`src/ccc_pkg.sv`:
```
// Shared types, constants and the CRC step function of the config stream CRC checker.
package ccc_pkg;

  localparam int ADDR_W     = 6;
  localparam int DATA_W     = 16;
  localparam int CRC_W      = 32;
  localparam int FEED_W     = DATA_W + ADDR_W;

  localparam logic [CRC_W-1:0]  CRC_POLY      = 32'h1EDC_6F41;
  localparam logic [ADDR_W-1:0] CMD_ADDRESS   = 6'd5;
  localparam logic [ADDR_W-1:0] CHECK_ADDRESS = 6'd0;
  localparam logic [DATA_W-1:0] CMD_RESET_CRC = 16'd7;

  // Check kinds on the result channel
  localparam logic KIND_EXPLICIT = 1'b0;
  localparam logic KIND_AUTO     = 1'b1;

  // Work handed from the front to the back
  typedef enum logic [1:0] {
    OP_CLEAR,
    OP_CHECK,
    OP_FEED
  } op_kind_t;

  typedef struct packed {
    op_kind_t          kind;
    logic [FEED_W-1:0] feed_bits;   // {address, data}, fed from bit 0 upward
    logic              emit_auto;   // feed then report and clear
    logic [CRC_W-1:0]  expected;
  } op_entry_t;

  // Result item
  typedef struct packed {
    logic             check_kind;
    logic [CRC_W-1:0] calculated_crc;
    logic [CRC_W-1:0] expected_crc;
    logic             crc_match;
  } result_t;

  // Non-reflected CRC-32C over FEED_W bits, least significant bit first
  function automatic logic [CRC_W-1:0] crc_feed(input logic [CRC_W-1:0] crc,
                                                input logic [FEED_W-1:0] bits);
    logic [CRC_W-1:0] c;
    logic             top;
    c = crc;
    for (int i = 0; i < FEED_W; i++) begin
      top = c[CRC_W-1] ^ bits[i];
      c   = {c[CRC_W-2:0], 1'b0};
      if (top) begin
        c = c ^ CRC_POLY;
      end
    end
    return c;
  endfunction

endpackage

```
`src/ccc_in_if.sv`:
```
// Input and result channel interfaces of the config stream CRC checker.
interface ccc_in_if import ccc_pkg::*; ();
  logic              valid;
  logic              ready;
  logic              is_write;
  logic [ADDR_W-1:0] reg_address;
  logic [DATA_W-1:0] data_word;
  logic              first_word;
  logic              last_word;
  logic              type_two;

  modport source (output valid, is_write, reg_address, data_word, first_word,
                  last_word, type_two, input ready);
  modport sink (input valid, is_write, reg_address, data_word, first_word,
                last_word, type_two, output ready);
endinterface


```
`src/ccc_front.sv`:
```
// Front end: accepts write words, tracks packet skipping and expected-value capture.
module ccc_front import ccc_pkg::*; (
  input  logic       clk,
  input  logic       rst_n,
  ccc_in_if.sink     in_ch,
  input  logic       q_full,
  output logic       q_push,
  output op_entry_t  q_entry
);

  localparam logic [1:0] POS_NONE = 2'd0;
  localparam logic [1:0] POS_HIGH = 2'd1;
  localparam logic [1:0] POS_BOTH = 2'd2;

  logic              skip_r, skip_nxt;
  logic [1:0]        pos_r, pos_nxt;
  logic [DATA_W-1:0] exp_hi_r, exp_hi_nxt;
  logic [DATA_W-1:0] exp_lo_r, exp_lo_nxt;
  logic              accept;

  assign in_ch.ready = !q_full;
  assign accept      = in_ch.valid && !q_full;

  // Classify the request
  always_comb begin
    skip_nxt   = skip_r;
    pos_nxt    = pos_r;
    exp_hi_nxt = exp_hi_r;
    exp_lo_nxt = exp_lo_r;
    q_push     = 1'b0;
    q_entry.kind      = OP_FEED;
    q_entry.feed_bits = {in_ch.reg_address, in_ch.data_word};
    q_entry.emit_auto = in_ch.last_word && in_ch.type_two;
    q_entry.expected  = '0;

    if (accept && in_ch.is_write) begin
      if (in_ch.first_word) begin
        skip_nxt = 1'b0;
      end
      if (skip_r && !in_ch.first_word) begin
        // inside a skipped packet
        if (in_ch.last_word) begin
          skip_nxt = 1'b0;
        end
      end else if (in_ch.first_word && in_ch.reg_address == CMD_ADDRESS &&
                   in_ch.data_word == CMD_RESET_CRC) begin
        q_push       = 1'b1;
        q_entry.kind = OP_CLEAR;
        skip_nxt     = !in_ch.last_word;
      end else if (in_ch.reg_address == CHECK_ADDRESS) begin
        if (in_ch.first_word || pos_r == POS_NONE) begin
          exp_hi_nxt = in_ch.data_word;
          exp_lo_nxt = '0;
          pos_nxt    = POS_HIGH;
        end else if (pos_r == POS_HIGH) begin
          exp_lo_nxt = in_ch.data_word;
          pos_nxt    = POS_BOTH;
        end
        if (in_ch.last_word) begin
          q_push           = 1'b1;
          q_entry.kind     = OP_CHECK;
          q_entry.expected = {exp_hi_nxt, exp_lo_nxt};
          pos_nxt          = POS_NONE;
        end
      end else begin
        q_push = 1'b1;
      end
    end
  end

  always_ff @(posedge clk) begin
    if (!rst_n) begin
      skip_r   <= 1'b0;
      pos_r    <= POS_NONE;
      exp_hi_r <= '0;
      exp_lo_r <= '0;
    end else begin
      skip_r   <= skip_nxt;
      pos_r    <= pos_nxt;
      exp_hi_r <= exp_hi_nxt;
      exp_lo_r <= exp_lo_nxt;
    end
  end

endmodule

```
`src/flat_wrapper.sv`:
```
// flat-port wrapper written by rule: the top's interface ports become plain ports
module ccc_front_flat import ccc_pkg::*;
  (clk, rst_n, q_full, q_push, q_entry, in_ch_valid, in_ch_is_write, in_ch_reg_address, in_ch_data_word, in_ch_first_word, in_ch_last_word, in_ch_type_two, in_ch_ready);
  ccc_in_if in_ch_i ();
  input  logic clk;
  input  logic rst_n;
  input  logic q_full;
  output logic q_push;
  output op_entry_t q_entry;
  input wire logic [$bits(in_ch_i.valid)-1:0] in_ch_valid;
  input wire logic [$bits(in_ch_i.is_write)-1:0] in_ch_is_write;
  input wire logic [$bits(in_ch_i.reg_address)-1:0] in_ch_reg_address;
  input wire logic [$bits(in_ch_i.data_word)-1:0] in_ch_data_word;
  input wire logic [$bits(in_ch_i.first_word)-1:0] in_ch_first_word;
  input wire logic [$bits(in_ch_i.last_word)-1:0] in_ch_last_word;
  input wire logic [$bits(in_ch_i.type_two)-1:0] in_ch_type_two;
  output wire logic [$bits(in_ch_i.ready)-1:0] in_ch_ready;
  assign in_ch_i.valid = in_ch_valid;
  assign in_ch_i.is_write = in_ch_is_write;
  assign in_ch_i.reg_address = in_ch_reg_address;
  assign in_ch_i.data_word = in_ch_data_word;
  assign in_ch_i.first_word = in_ch_first_word;
  assign in_ch_i.last_word = in_ch_last_word;
  assign in_ch_i.type_two = in_ch_type_two;
  assign in_ch_ready = in_ch_i.ready;
  ccc_front u_core (.clk(clk), .rst_n(rst_n), .in_ch(in_ch_i), .q_full(q_full), .q_push(q_push), .q_entry(q_entry));
endmodule
```
`config.mk`:
```
export PLATFORM = sky130hd
export DESIGN_NAME = ccc_front_flat
export DESIGN_NICKNAME = d
export VERILOG_FILES = /design/src/ccc_pkg.sv /design/src/ccc_in_if.sv /design/src/ccc_front.sv /design/src/flat_wrapper.sv
export SDC_FILE = /design/constraint.sdc
export NUM_CORES = 1
export LEC_CHECK = 0
export ABC_AREA = 1
export BUFFER_PORTS_ARGS = -buffer_cell sky130_fd_sc_hd__buf_2
export CAP_MARGIN = 5
export CORE_ASPECT_RATIO = 0.6
export CORE_UTILIZATION = 45
export DETAILED_ROUTE_END_ITERATION = 7
export PLACE_DENSITY = 0.71
export SLEW_MARGIN = 20
export SYNTH_ARGS = -nofsm -noshare
export SYNTH_HDL_FRONTEND = slang
export SYNTH_SLANG_ARGS = --single-unit
```
`constraint.sdc`:
```
create_clock -name clk -period 1.7 [get_ports clk]
set_clock_uncertainty 0.05 [all_clocks]
set_input_delay 0.255 -clock clk [delete_from_list [all_inputs] [get_ports clk]]
set_output_delay 0.255 -clock clk [all_outputs]
set_load 0.02 [all_outputs]
```
==> flow_metrics.py <==
metrics = {
    "clocking": {
        "ctsRootBufferMaster": "clkbuf_8",
        "htreeDepth": 2,
        "clock_sinks": 35,
        "cts_tree": "built",
        "cts_buffer_depth": 2,
        "clkSlewWorstSetupHoldPaths_ns": 0.07,
        "clk_latency_ns": 0.29,
        "cts_buffers": 5,
        "hold_buffers": 0,
    },
    "worst_hold_path": {
        "holdPathEnd": "u_core.exp_hi_r[0]$_SDFFE_PN0P_",
        "min_path_cells": 3,
        "min_from": "rst_n",
        "holdCritPathClass": "in -> reg",
    },
    "grt": {
        "grt_pass1_vias": 2271,
        "grt.busiest_layer": "met2",
        "grt_max_degree": 28,
        "antenna_found_initial": 0,
        "grt_pass1_wl_um": 10800,
        "use_met2": 0.404,
        "met3_usage": 0.0560,
        "grt_overflow_total": 0,
        "use_met1": 0.376,
        "grt_usage": 0.262,
    },
    "critical_path": {
        "rr_endpoint": "u_core.exp_lo_r[2]$_SDFFE_PN0P_",
        "critPathKind": "reg -> out",
        "arrival_ns": 1.60,
        "cp-end-kind": "output port",
        "reg2reg_depth": 12,
        "startpoint_type": "flip-flop",
        "cp_max_fo": 8,
        "rrSetupSlack_ns": 0.08,
        "rr_startpoint": "u_core.skip_r$_SDFFE_PN0P_",
        "crit_required_ns": 1.39,
    },
    "detailed_routing": {
        "drt-initial-drc-count": 169,
        "wl_um": 7140,
        "routedWlPerCell_um": 13.6,
        "viasPerCell": 5.02,
        "via_count": 2628,
        "ant_nets": 0,
        "dr.pass1.iters": 4,
        "drc": 0,
    },
    "layout": {
        "finalNetCount": 489,
        "area_delta_synth_final_pct": 43.4,
        "final_area_um2": 3280,
        "n_fill_cell": 406,
        "antenna_cells": 0,
        "drive_gt1_frac": 0.378,
    },
    "sta": {
        "setup_viol": 34,
        "rsz0062_at_grt": "yes",
        "drv_slew": 0,
        "setup_tns_ns": -5.37,
        "hold_viol": 0,
        "worst_slack_ns": -0.202,
        "period_needed_ns": 1.90,
        "period_share": 1.12,
        "relSlewSlack": 0.810,
        "max_freq_mhz": 526,
        "worstMarginPinSlew_ns": 0.286,
    },
    "yosys": {
        "synth_top_cell_area_share": 0.307,
        "ys_ff_latch": 35,
        "yosysTopAreaCell": "dfxtp_1",
        "synth_cell_types": 22,
        "netlist_instances": 377,
        "synth_nets": 407,
        "avgSynthCellArea_um2": 6.06,
        "syn_area_um2": 2290,
        "ys_top_cells_by_area": "dfxtp_1 (31%), nand2_1 (14%), nor2_1 (11%)",
        "yosys_warnings": 0,
        "synth-seq-area-share": 0.307,
    },
    "floorplan": {
        "die-area_um2": 5380,
        "die_w_um": 94.0,
        "design.portCount": 89,
        "die_h_um": 57.2,
        "placement_rows": 19,
        "core_um2": 4730,
        "initial_core_util": 0.483,
    },
    "power_and_ir_drop": {
        "peakVddDrop_uv": 346,
        "powerDensity_nw_per_um2": 526,
        "power.leakage_nw": 1.44,
        "power_w": 0.00173,
    },
    "placement": {
        "place_area_um2": 2680,
        "place_ws_ns": -0.0139,
        "place_congestion": 0.792,
        "port_buffers": 88,
        "dpl.hpwl_um": 4640,
    },
    "status": {
        "outcome": "finished, violations left",
        "violations": "setup timing",
    },
    "flow_run": {
        "drv_cap": 0,
    },
}
## final cells by class
type / instances / area [um2] / share of cell area
repair buffers: 116 / 893 / 0.273
clock buffers: 8 / 100 / 0.0305
repair inverters: 1 / 16.3 / 0.00496
well taps: 63 / 78.8 / 0.0240
inverters: 43 / 166 / 0.0508
multi-input cells: 257 / 1310 / 0.401
flip-flops and latches: 35 / 709 / 0.216
## placed cells by master, fill, tap and decap left out, types with 8 or more instances in the layout
master	instances
and2_1	9
inv_1	39
nand3_2	8
buf_6	22
nand2_1	88
buf_2	56
o21ai_0	18
nand3_1	14
buf_4	33
nor2_4	9
a21oi_1	21
o21ai_2	8
dfxtp_1	32
nor2_1	56
## synth_stat cells (all sizes together)
library cell  number
nand2             89
nor2              72
inv               43
buf               38
dfxtp             35
o21ai             33
nand3             24
a21oi             21
and2              16
clkbuf             4
nand4              1
nor3               1
## report_power, final
part	internal, W	switching [W]	total, W
clock network	0.000370	0.000309	0.000679
registers	0.000819	0.00000113	0.000820
logic	0.0000829	0.000144	0.000227
## metrics by stage
stage | hold WS, ns | utilization | cells
after floorplan | 0.376 | - | 377
after global placement | 0.383 | 0.567 | 502
after detailed placement | 0.390 | 0.567 | 502
after CTS | 0.213 | 0.635 | 516
after global routing | 0.230 | 0.693 | 523
final | 0.223 | 0.693 | 523
## routing by layer
layer	up-vias	share of wire
met5	-	0
met4	0	0.0043
met3	4	0.078
met2	113	0.45
met1	1208	0.47
li1	1303	-
## critical path, stage by stage, from the launching register on
cell,delay (ns)
dfxtp_2,0.32
inv_2,0.06
nor2_2,0.04
inv_2,0.07
nand2_4,0.07
nor3_4,0.24
buf_6,0.17
clkinv_8,0.09
nor2_2,0.12
buf_4,0.14
## logic make-up after synthesis
| family | after synthesis | synth area share |
|---|---|---|
| AND/OR/NAND/NOR | 203 | 0.386 |
| buffers and inverters | 85 | 0.189 |
| AO/OA/AOI/OAI | 54 | 0.118 |
| flip-flops | 35 | 0.307 |
## registers in the layout, indices dropped and copies added, names as in the netlist
signal and count:
u_core.exp_hi_r 16, u_core.skip_r 1, u_core.exp_lo_r 16, u_core.pos_r 2
## what timing repair did
| action | CTS | global route |
|---|---|---|
| gates cloned | 2 | 3 |
| pin swaps | 3 | 5 |
| endpoints found under the hold margin | 0 | 0 |
| gates resized for setup | 65 | 59 |
| buffers inserted | 4 | 4 |
| setup endpoints to repair | 34 | 35 |
## worst max path at each step
| stage | endpoint | startpoint | slack [ns] |
|---|---|---|---|
| 2_1_floorplan | q_entry[10] | in_ch_reg_address[5] | 0.05 |
| 3_3_place_gp | q_entry[30] | in_ch_reg_address[0] | 0.01 |
| 3_5_place_dp | q_entry[19] | in_ch_reg_address[1] | -0.01 |
| 4_1_cts | q_entry[15] | u_core.skip_r$_SDFFE_PN0P_ | -0.15 |
| 5_1_grt | q_entry[9] | u_core.skip_r$_SDFFE_PN0P_ | -0.28 |
| 6_report | q_entry[9] | u_core.skip_r$_SDFFE_PN0P_ | -0.20 |
No activity file was read; power rests on OpenSTA's default activity.
